**src/design/tdls_pkg.sv**
```systemverilog
// ----------------------------------------------------------------------------
// Lamp sequencer package
// Sizes, command and state codes, and the structs shared by the modules.
// ----------------------------------------------------------------------------
package tdls_pkg;

   localparam int MAX_STATES    = 16;
   localparam int DURATION_BITS = 24;
   localparam int ADDR_W        = $clog2(MAX_STATES);
   localparam int CNT_W         = $clog2(MAX_STATES + 1);
   localparam int IDX_W         = 4;
   localparam int ID_W          = 8;
   localparam int CMD_W         = 2;
   localparam int CFG_W         = 5;
   localparam int DUR_FIELD_W   = 24;
   localparam int OP_W          = DURATION_BITS;
   localparam int REQ_DATA_W    = 40;
   localparam int RSP_DATA_W    = 24;

   typedef enum logic [CMD_W-1:0] {
      CMD_TICK     = 2'd0,
      CMD_LOAD     = 2'd1,
      CMD_GO_INDEX = 2'd2,
      CMD_GO_ID    = 2'd3
   } cmd_type;

   typedef enum logic [3:0] {
      ST_IDLE,
      ST_TICK_RD,
      ST_TICK_EVAL,
      ST_TICK_WRAP,
      ST_LOAD,
      ST_GO_INDEX,
      ST_SRCH_RD,
      ST_SRCH_CMP,
      ST_SRCH_NEXT,
      ST_FETCH,
      ST_SHOW
   } state_type;

   typedef struct packed {
      logic [ID_W-1:0]          id;
      logic                     red;
      logic                     amber;
      logic                     green;
      logic [DURATION_BITS-1:0] duration;
   } entry_type;

   typedef struct packed {
      logic              en;
      logic [ADDR_W-1:0] addr;
      entry_type         data;
   } wr_type;

   typedef struct packed {
      logic [OP_W-1:0] a;
      logic [OP_W-1:0] b;
   } op_type;

   typedef struct packed {
      logic eq;
      logic ge;
   } cmp_type;

   typedef struct packed {
      cmd_type          cmd;
      logic [IDX_W-1:0] index;
      entry_type        entry;
   } request_type;

   typedef struct packed {
      logic             red;
      logic             amber;
      logic             green;
      logic [IDX_W-1:0] index;
      logic [ID_W-1:0]  id;
      logic             changed;
      logic             not_found;
   } result_type;

endpackage

```
**src/design/tdls_table.sv**
```systemverilog
// ----------------------------------------------------------------------------
// Lamp sequencer entry table
// Single write port, single registered read port.
// ----------------------------------------------------------------------------
module tdls_table (
   input  logic                        clock,
   input  tdls_pkg::wr_type            wr,
   input  logic [tdls_pkg::ADDR_W-1:0] rd_addr,
   output tdls_pkg::entry_type         rd_data
);
   import tdls_pkg::*;

   entry_type mem [MAX_STATES];
   entry_type rd_data_ff;

   always_ff @(posedge clock) begin
      if (wr.en) begin
         mem[wr.addr] <= wr.data;
      end
      rd_data_ff <= mem[rd_addr];
   end

   assign rd_data = rd_data_ff;

endmodule

```
**src/design/tdls_cmp.sv**
```systemverilog
// ----------------------------------------------------------------------------
// Lamp sequencer compare unit
// One equality and one magnitude compare, shared by the tick, jump and search steps.
// ----------------------------------------------------------------------------
module tdls_cmp (
   input  tdls_pkg::op_type  op,
   output tdls_pkg::cmp_type res
);
   import tdls_pkg::*;

   always_comb begin
      res.eq = (op.a == op.b);
      res.ge = (op.a >= op.b);
   end

endmodule

```
**src/design/tdls_core.sv**
```systemverilog
// ----------------------------------------------------------------------------
// Lamp sequencer control
// Sequencer, timer and position registers, and the result register.
// ----------------------------------------------------------------------------
module tdls_core (
   input  logic                        clock,
   input  logic                        reset,
   input  logic                        req_valid,
   output logic                        req_ready,
   input  tdls_pkg::request_type       req,
   input  logic [tdls_pkg::CNT_W-1:0]  live_count,
   output logic                        rsp_valid,
   input  logic                        rsp_ready,
   output tdls_pkg::result_type        rsp,
   output tdls_pkg::op_type            op,
   input  tdls_pkg::cmp_type           cmp,
   output tdls_pkg::wr_type            wr,
   output logic [tdls_pkg::ADDR_W-1:0] rd_addr,
   input  tdls_pkg::entry_type         rd_data
);
   import tdls_pkg::*;

   state_type                state_ff, state_in;
   request_type              req_ff, req_in;
   logic [ADDR_W-1:0]        pos_ff, pos_in;
   logic [ADDR_W-1:0]        search_ff, search_in;
   logic [DURATION_BITS-1:0] elapsed_ff, elapsed_in;
   logic                     changed_ff, changed_in;
   logic                     missing_ff, missing_in;
   logic                     rsp_valid_ff, rsp_valid_in;
   result_type               rsp_ff, rsp_in;

   logic                     accept;
   logic                     show_load;
   logic [DURATION_BITS-1:0] elapsed_sat;

   assign accept      = req_valid && req_ready;
   assign show_load   = (state_ff == ST_SHOW) && (!rsp_valid_ff || rsp_ready);
   assign elapsed_sat = (elapsed_ff == '1) ? elapsed_ff : elapsed_ff + DURATION_BITS'(1);

   // Next state.
   always_comb begin
      state_in = state_ff;
      unique case (state_ff)
         ST_IDLE: begin
            if (accept) begin
               unique case (req.cmd)
                  CMD_TICK:     state_in = ST_TICK_RD;
                  CMD_LOAD:     state_in = ST_LOAD;
                  CMD_GO_INDEX: state_in = ST_GO_INDEX;
                  CMD_GO_ID:    state_in = ST_SRCH_RD;
                  default:      state_in = ST_IDLE;
               endcase
            end
         end
         ST_TICK_RD:   state_in = ST_TICK_EVAL;
         ST_TICK_EVAL: state_in = cmp.ge ? ST_TICK_WRAP : ST_FETCH;
         ST_TICK_WRAP: state_in = ST_FETCH;
         ST_LOAD:      state_in = ST_FETCH;
         ST_GO_INDEX:  state_in = ST_FETCH;
         ST_SRCH_RD:   state_in = ST_SRCH_CMP;
         ST_SRCH_CMP:  state_in = cmp.eq ? ST_FETCH : ST_SRCH_NEXT;
         ST_SRCH_NEXT: state_in = cmp.ge ? ST_FETCH : ST_SRCH_RD;
         ST_FETCH:     state_in = ST_SHOW;
         ST_SHOW:      state_in = show_load ? ST_IDLE : ST_SHOW;
         default:      state_in = ST_IDLE;
      endcase
   end

   // Compare operands, table access and handshake.
   always_comb begin
      req_ready = (state_ff == ST_IDLE);
      rd_addr   = pos_ff;
      wr.en     = 1'b0;
      wr.addr   = ADDR_W'(req_ff.index);
      wr.data   = req_ff.entry;
      op.a      = '0;
      op.b      = '0;
      unique case (state_ff)
         ST_TICK_EVAL: begin
            op.a = OP_W'(elapsed_sat);
            op.b = OP_W'(rd_data.duration);
         end
         ST_TICK_WRAP: begin
            op.a = OP_W'(pos_ff) + OP_W'(1);
            op.b = OP_W'(live_count);
         end
         ST_LOAD: begin
            wr.en = (32'(req_ff.index) < MAX_STATES);
         end
         ST_GO_INDEX: begin
            op.a = OP_W'(req_ff.index);
            op.b = OP_W'(live_count);
         end
         ST_SRCH_RD: begin
            rd_addr = search_ff;
         end
         ST_SRCH_CMP: begin
            rd_addr = search_ff;
            op.a    = OP_W'(rd_data.id);
            op.b    = OP_W'(req_ff.entry.id);
         end
         ST_SRCH_NEXT: begin
            rd_addr = search_ff;
            op.a    = OP_W'(search_ff) + OP_W'(1);
            op.b    = OP_W'(live_count);
         end
         default: begin
         end
      endcase
   end

   // Datapath registers.
   always_comb begin
      req_in       = req_ff;
      pos_in       = pos_ff;
      search_in    = search_ff;
      elapsed_in   = elapsed_ff;
      changed_in   = changed_ff;
      missing_in   = missing_ff;
      rsp_in       = rsp_ff;
      rsp_valid_in = rsp_valid_ff && !rsp_ready;
      unique case (state_ff)
         ST_IDLE: begin
            if (accept) begin
               req_in     = req;
               search_in  = '0;
               missing_in = 1'b0;
               changed_in = (req.cmd == CMD_GO_INDEX) || (req.cmd == CMD_GO_ID);
               if ((req.cmd == CMD_GO_INDEX) || (req.cmd == CMD_GO_ID)) begin
                  elapsed_in = '0;
               end
            end
         end
         ST_TICK_EVAL: begin
            if (cmp.ge) begin
               elapsed_in = '0;
               changed_in = 1'b1;
            end else begin
               elapsed_in = elapsed_sat;
            end
         end
         ST_TICK_WRAP: begin
            pos_in = cmp.ge ? '0 : pos_ff + ADDR_W'(1);
         end
         ST_GO_INDEX: begin
            missing_in = cmp.ge;
            pos_in     = cmp.ge ? '0 : ADDR_W'(req_ff.index);
         end
         ST_SRCH_CMP: begin
            if (cmp.eq) begin
               pos_in = search_ff;
            end
         end
         ST_SRCH_NEXT: begin
            if (cmp.ge) begin
               pos_in     = '0;
               missing_in = 1'b1;
            end else begin
               search_in = search_ff + ADDR_W'(1);
            end
         end
         ST_SHOW: begin
            if (show_load) begin
               rsp_valid_in     = 1'b1;
               rsp_in.red       = rd_data.red;
               rsp_in.amber     = rd_data.amber;
               rsp_in.green     = rd_data.green;
               rsp_in.index     = IDX_W'(pos_ff);
               rsp_in.id        = rd_data.id;
               rsp_in.changed   = changed_ff;
               rsp_in.not_found = missing_ff;
            end
         end
         default: begin
         end
      endcase
   end

   always_ff @(posedge clock) begin
      if (reset) begin
         state_ff     <= ST_IDLE;
         pos_ff       <= '0;
         elapsed_ff   <= '0;
         rsp_valid_ff <= 1'b0;
      end else begin
         state_ff     <= state_in;
         pos_ff       <= pos_in;
         elapsed_ff   <= elapsed_in;
         rsp_valid_ff <= rsp_valid_in;
      end
   end

   always_ff @(posedge clock) begin
      req_ff     <= req_in;
      search_ff  <= search_in;
      changed_ff <= changed_in;
      missing_ff <= missing_in;
      rsp_ff     <= rsp_in;
   end

   assign rsp_valid = rsp_valid_ff;
   assign rsp       = rsp_ff;

endmodule

```
**src/design/table_driven_light_sequencer.sv**
```systemverilog
// ----------------------------------------------------------------------------
// Table-driven light sequencer
// Timed lamp sequencer stepping through a loadable table of entries.
// ----------------------------------------------------------------------------
//   channel  direction  handshake              contents
//   req      in         req_tvalid/req_tready  command in tuser, entry fields in tdata
//   rsp      out        rsp_tvalid/rsp_tready  lamps, current entry, flags in tdata
//   csr      in         csr_valid/csr_ready    state_count
//
// After acceptance each item runs its own states, then fetch and show: load writes the
// table, go to index checks the index, tick compares the timer and may wrap, and go to
// id reads and compares entry by entry until a match or the end of the live table.
// One item is in work at a time.
// Reset clears position, timer and state_count (to 1); the table is not cleared.
// A result waiting on rsp_tready does not stop the next item from being taken.
// ----------------------------------------------------------------------------
module table_driven_light_sequencer (
   input  logic                            clock,
   input  logic                            reset,
   input  logic                            req_tvalid,
   output logic                            req_tready,
   // entry_index, entry_id, entry_red, entry_amber, entry_green, entry_duration
   input  logic [tdls_pkg::REQ_DATA_W-1:0] req_tdata,
   // command
   input  logic [tdls_pkg::CMD_W-1:0]      req_tuser,
   output logic                            rsp_tvalid,
   input  logic                            rsp_tready,
   // lamp_red, lamp_amber, lamp_green, current_index, current_id, changed, not_found
   output logic [tdls_pkg::RSP_DATA_W-1:0] rsp_tdata,
   input  logic                            csr_valid,
   output logic                            csr_ready,
   input  logic [tdls_pkg::CFG_W-1:0]      csr_data
);
   import tdls_pkg::*;

   logic [CFG_W-1:0]  state_count_ff, state_count_in;
   logic [CNT_W-1:0]  live_count;
   request_type       req;
   result_type        rsp;
   op_type            op;
   cmp_type           cmp;
   wr_type            wr;
   logic [ADDR_W-1:0] rd_addr;
   entry_type         rd_data;

   assign csr_ready      = 1'b1;
   assign state_count_in = (csr_valid && csr_ready) ? csr_data : state_count_ff;

   always_ff @(posedge clock) begin
      if (reset) begin
         state_count_ff <= CFG_W'(1);
      end else begin
         state_count_ff <= state_count_in;
      end
   end

   // A count of zero acts as one, and counts above the table size are clipped.
   always_comb begin
      priority if (state_count_ff == '0) begin
         live_count = CNT_W'(1);
      end else if (32'(state_count_ff) > MAX_STATES) begin
         live_count = CNT_W'(MAX_STATES);
      end else begin
         live_count = CNT_W'(state_count_ff);
      end
   end

   always_comb begin
      req.cmd            = cmd_type'(req_tuser);
      req.index          = req_tdata[3:0];
      req.entry.id       = req_tdata[11:4];
      req.entry.red      = req_tdata[12];
      req.entry.amber    = req_tdata[13];
      req.entry.green    = req_tdata[14];
      req.entry.duration = DURATION_BITS'(req_tdata[15 +: DUR_FIELD_W]);
   end

   assign rsp_tdata = RSP_DATA_W'({rsp.not_found, rsp.changed, rsp.id, rsp.index,
                                   rsp.green, rsp.amber, rsp.red});

   tdls_core u_core (
      .clock      (clock),
      .reset      (reset),
      .req_valid  (req_tvalid),
      .req_ready  (req_tready),
      .req        (req),
      .live_count (live_count),
      .rsp_valid  (rsp_tvalid),
      .rsp_ready  (rsp_tready),
      .rsp        (rsp),
      .op         (op),
      .cmp        (cmp),
      .wr         (wr),
      .rd_addr    (rd_addr),
      .rd_data    (rd_data)
   );

   tdls_cmp u_cmp (
      .op  (op),
      .res (cmp)
   );

   tdls_table u_table (
      .clock   (clock),
      .wr      (wr),
      .rd_addr (rd_addr),
      .rd_data (rd_data)
   );

endmodule

```
**config.mk**
```make
export PLATFORM = sky130hd
export DESIGN_NAME = table_driven_light_sequencer
export DESIGN_NICKNAME = d
export VERILOG_FILES = /design/src/design/tdls_pkg.sv /design/src/design/tdls_table.sv /design/src/design/tdls_cmp.sv /design/src/design/tdls_core.sv /design/src/design/table_driven_light_sequencer.sv
export SDC_FILE = /design/constraint.sdc
export NUM_CORES = 1
export LEC_CHECK = 0
export BUFFER_PORTS_ARGS = -buffer_cell sky130_fd_sc_hd__buf_2
export CELL_PAD_IN_SITES_DETAIL_PLACEMENT = 1
export CELL_PAD_IN_SITES_GLOBAL_PLACEMENT = 2
export CORE_AREA = 4 4 247 249
export CTS_CLUSTER_SIZE = 28
export DETAILED_ROUTE_END_ITERATION = 12
export DIE_AREA = 0 0 251 253
export GPL_ROUTABILITY_DRIVEN = 0
export PLACE_DENSITY_LB_ADDON = 0.3
export SETUP_SLACK_MARGIN = 0.3
export SLEW_MARGIN = 10
export SYNTH_ARGS = -nofsm -noshare
export SYNTH_HDL_FRONTEND = slang
export SYNTH_SLANG_ARGS = --single-unit
```
**constraint.sdc**
```tcl
create_clock -name clock -period 13.14 [get_ports clock]
set_clock_uncertainty 0.15 [all_clocks]
set_input_delay 3.942 -clock clock [delete_from_list [all_inputs] [get_ports clock]]
set_output_delay 3.942 -clock clock [all_outputs]
set_load 0.02 [all_outputs]
```
==> summary.md <==
| Metric | Value |
|---|---|
| Via/cell ratio | 6.039 |
| Post-route setup TNS | 0 ps |
| Number of buffers on the longest clock path | 3 |
| Post-detailed-placement cell area | 29070 sq um |
| Primary flip-flop cell chosen by synthesis mapping | sky130_fd_sc_hd__edfxtp_1 |
| Total routing usage reported by global routing | 0.2491 |
| Syn_area_per_cell | 13.00 sq um |
| Number of levels in the clock H-tree | 3 |
| Leakage power | 10.32 nW |
| Count of input and output buffers | 69 |
| Fin crit share | 0.4680 |
| Share of final-layout standard cells stronger than drive strength 1 | 0.1125 |
| Number of buffer and inverter instances along the worst setup path | 1 |
| Clock network fraction of design power | 0.314 |
| Worst slew margin relative to its limit | 0.1947 |
| Number of nets in the layout | 2275 |
| Cells traversed along the worst timing path | buf_4, nor2b_1, nand2_1, nor2_1, a222oi_1, ha_1, a21o_1, a221o_1, a2111oi_0, o211a_1, and2_1, o21ai_0, a21oi_1 |
| Critical Path AT | 6530 ps |
| Worst hold path depth | 0 |
| Cell row count | 89 |
| # diodes | 0 |
| Number of DRC violations after detailed-routing iteration 0 | 1486 |
| Count of flip-flops with a built-in enable after synthesis | 622 |
| Via count of the first global-routing pass | 19260 |
| Final Hold Viols | 0 |
| Max Fclk | 162.6 MHz |
| Origin of the critical flop-to-flop path | u_core.state_ff[3] |
| Cell count of the worst reg-to-reg path | 13 |
| Net switching fraction of the power | 0.3412 |
| Launching instance or port of the critical path | u_core.state_ff[3] |
| Total die area | 63500 sq um |
| Post-Syn Instances | 2155 |
| Placed Cells incl. Taps | 2891 |
| Total of warnings raised by yosys | 0 |
| Inserted Clock Buffers | 75 |
| Peak ir drop on the vdd network | 0.3937 mV |
| Buffer count from post-CTS setup fixing | 0 |
| Clock latency on the worst-skew pair | 630 ps |
| Wire length of the first global-routing pass | 119.2 mm |
| Global route overflow | 0 |
| Leading cell types by total area after synthesis | sky130_fd_sc_hd__edfxtp_1 (67%), sky130_fd_sc_hd__a21oi_1 (6.1%), sky130_fd_sc_hd__nand2_1 (5.6%) |
| Number of max-slew violations in the final report | 0 |
| Hpwl dp | 40.59 mm |
| Post-cts resize count | 0 |
| Utilization after layout | 0.5401 |
| Gate power share | 0.263 |
| Die Ht | 253 microns |
| Hold bufs inserted after CTS | 0 |
| Min-Delay Path Class | reg2reg |
| Result of the run | finished clean |
| Slowest CP cell | sky130_fd_sc_hd__o211a_1 |
| HP Start | u_table.rd_data[25] |
| Data required, critical path | 13520 ps |
| Remaining design rule violation count | 0 |
| Area growth from synthesis to final layout | 13.16% |
| Summed instance area of the synthesized netlist | 28010 sq um |
| Sequential fraction of design power | 0.423 |
| Critical path endpoint category | register |
| Unrepaired setup endpoints after global routing | false |
| Clk sink count | 695 |
| Critical path's largest stage delay | 1070 ps |
| Slew @ Worst Pin | 1208 ps |
| Destination of the worst hold path | u_core.rsp[15] |
| Clock Pin Slew Worst Setup and Hold Paths | 60 ps |
| Sequential fraction of the synthesis area | 0.7190 |
| Most common cell after layout, fill and taps aside | sky130_fd_sc_hd__edfxtp_1 |
| Maximum number of pins on one net before global-route repair | 141 |
| Antenna Violating Nets Remaining | 0 |
| Total wire length after detailed routing | 79.71 mm |
| Worst Setup Path Type | reg2reg |
| Initial Utilization | 0.4773 |
| Clock tree from TritonCTS | built |
| Worst-path fanout max | 30 |
| Via count | 18310 |
| R2R setup slack | 6990 ps |
| Antenna violations before repair | 0 |
| Number of top-level pins | 79 |
| Fraction of registers with async set or reset after synthesis | 0 |
| Worst R2R End | u_core.elapsed_ff[3] |
| Horiz. Die Dim | 251 microns |
| Family of cells with the greatest summed delay on the critical path | compound AO/OA/AOI/OAI gates |
| FF+latch count, synth | 695 |
| Area leader, netlist | sky130_fd_sc_hd__edfxtp_1 |
| Max-cap check violation count | 0 |
| Crit path launch type | register |
| Internal Power | 0.004685 W |
| Post-route cell area | 31700 sq um |
| Shortest clock period the worst path allows after layout | 6150 ps |
| Total power per unit cell area | 224.4 nW/um^2 |
| Share of the synthesized area in the top cell type | 0.6668 |
| Length of the first detailed-routing pass in iterations | 7 |
| Placeable core area | 58690 sq um |
| Post-placement worst setup slack | 7104 ps |
| # setup viols final | 0 |
| Synth unique cells | 66 |
| Clock root buffer | sky130_fd_sc_hd__clkbuf_16 |
| Final Worst Setup Slack | 6990 ps |
| Finished Layout Cells | 3031 |
| Switching power | 0.002426 W |
| Most frequent cells in the layout | sky130_fd_sc_hd__edfxtp_1 (622), sky130_fd_sc_hd__nand2_1 (415), sky130_fd_sc_hd__a21oi_1 (344), sky130_fd_sc_hd__a22oi_1 (190), sky130_fd_sc_hd__clkbuf_16 (79) |
| Detail-routed net length per standard cell | 26.30 microns |
[Yosys cell counts (3+ instances only)]
library cell / number
sky130_fd_sc_hd__ha_1: 28
sky130_fd_sc_hd__and3_1: 4
sky130_fd_sc_hd__and4_1: 7
sky130_fd_sc_hd__nand2_1: 417
sky130_fd_sc_hd__o21ai_0: 21
sky130_fd_sc_hd__buf_4: 18
sky130_fd_sc_hd__buf_6: 6
sky130_fd_sc_hd__nor3b_1: 4
sky130_fd_sc_hd__nand3b_1: 5
sky130_fd_sc_hd__a22oi_1: 190
sky130_fd_sc_hd__a31oi_1: 9
sky130_fd_sc_hd__nor2b_1: 11
sky130_fd_sc_hd__inv_1: 5
sky130_fd_sc_hd__and2_1: 9
sky130_fd_sc_hd__o22ai_1: 4
sky130_fd_sc_hd__a222oi_1: 5
sky130_fd_sc_hd__clkbuf_1: 65
sky130_fd_sc_hd__a211oi_1: 3
sky130_fd_sc_hd__dfxtp_1: 73
sky130_fd_sc_hd__nor3_1: 20
sky130_fd_sc_hd__edfxtp_1: 622
sky130_fd_sc_hd__mux2_2: 3
sky130_fd_sc_hd__buf_2: 55
sky130_fd_sc_hd__a221o_1: 4
sky130_fd_sc_hd__a21o_1: 4
sky130_fd_sc_hd__buf_1: 3
sky130_fd_sc_hd__o211ai_1: 3
sky130_fd_sc_hd__nand3_1: 20
sky130_fd_sc_hd__nand4_1: 11
sky130_fd_sc_hd__nand2b_1: 8
sky130_fd_sc_hd__nor2_1: 87
sky130_fd_sc_hd__a32oi_1: 4
sky130_fd_sc_hd__xnor2_1: 10
sky130_fd_sc_hd__a21oi_1: 344
sky130_fd_sc_hd__mux2i_1: 7
sky130_fd_sc_hd__or3_1: 8
sky130_fd_sc_hd__o21a_1: 6
sky130_fd_sc_hd__or2_2: 3
sky130_fd_sc_hd__xor2_1: 15
[stage by stage]
| step | hold WS [ps] | total power (W) |
|---|---|---|
| global placement | 239.8 | 0.004816 |
| finish | 258.5 | 0.007111 |
| global route | 273.0 | 0.007466 |
| CTS | 261.2 | 0.007153 |
| floorplan | 235.5 | 0.004268 |
| detailed placement | 247.0 | 0.004906 |
[flip-flops by register name (all words and copies together) (netlist names)]
register	count
u_table.mem	560
u_core.wr	39
u_table.rd_data	35
u_core.elapsed_ff	24
u_core.rsp	17
state_count_ff	5
u_core.pos_ff	4
u_core.search_ff	4
u_core.state_ff	4
u_core.changed_ff	1
u_core.missing_ff	1
u_core.rsp_valid	1
[cells by family after synthesis]
| logic type | Yosys count | synth area share |
|---|---|---|
| DFF | 695 | 0.7190 |
| AOI/OAI and AO/OA | 617 | 0.1345 |
| and+or+nand+nor | 625 | 0.09523 |
| buffers and inverters | 153 | 0.02702 |
| muxes | 10 | 0.003708 |
| other | 2 | 0.0002681 |
| xor gates and xnor gates | 25 | 0.007817 |
| adders and majority gates | 28 | 0.01251 |
[worst register-to-register path, cell delays in order, from the launching register on]
cell and delay [ps]:
sky130_fd_sc_hd__dfxtp_1 420, sky130_fd_sc_hd__buf_4 240, sky130_fd_sc_hd__nor2b_1 400, sky130_fd_sc_hd__nand2_1 350
sky130_fd_sc_hd__nor2_1 870, sky130_fd_sc_hd__a222oi_1 210, sky130_fd_sc_hd__ha_1 350, sky130_fd_sc_hd__a21o_1 160
sky130_fd_sc_hd__a221o_1 360, sky130_fd_sc_hd__a2111oi_0 680, sky130_fd_sc_hd__o211a_1 1070, sky130_fd_sc_hd__and2_1 470
sky130_fd_sc_hd__o21ai_0 180, sky130_fd_sc_hd__a21oi_1 150
[metal layers]
| metal | vias to the layer above | share of wire | GRT usage |
|---|---|---|---|
| li1 | 8149 | - | - |
| met1 | 9476 | 0.43 | 0.3364 |
| met2 | 539 | 0.49 | 0.4163 |
| met3 | 141 | 0.051 | 0.03297 |
| met4 | 0 | 0.035 | 0.09574 |
| met5 | - | 0 | 0 |
[area by class of cell]
type / instances / area, sq um
clock inverter: 34 / 501.7
clock buffer: 106 / 2128
inverter: 5 / 18.77
sequential: 695 / 20140
tap: 773 / 967.2
timing repair buffer: 105 / 628.1
multi-input combinational: 1313 / 7315
fill: 5766 / 26990
[how the worst max path moves through the flow]
stage,endpoint,slack (ps),cells after the start
2_1_floorplan,u_core.rsp[0],7380,2
3_3_place_gp,u_core.search_ff[1],7250,12
3_5_place_dp,u_core.elapsed_ff[21],7100,13
4_1_cts,req_tready,6950,3
5_1_grt,u_core.elapsed_ff[6],6400,13
6_report,u_core.elapsed_ff[3],6990,13
[power groups by stage]
stage	clock network, W	registers [W]	logic (W)
CTS	0.00227	0.00300	0.00188
global placement	0	0.00303	0.00179
detailed placement	0	0.00305	0.00186
floorplan	0	0.00292	0.00135
finish	0.00223	0.00301	0.00187
global route	0.00237	0.00303	0.00206
Power figures use the tool's default switching activity.
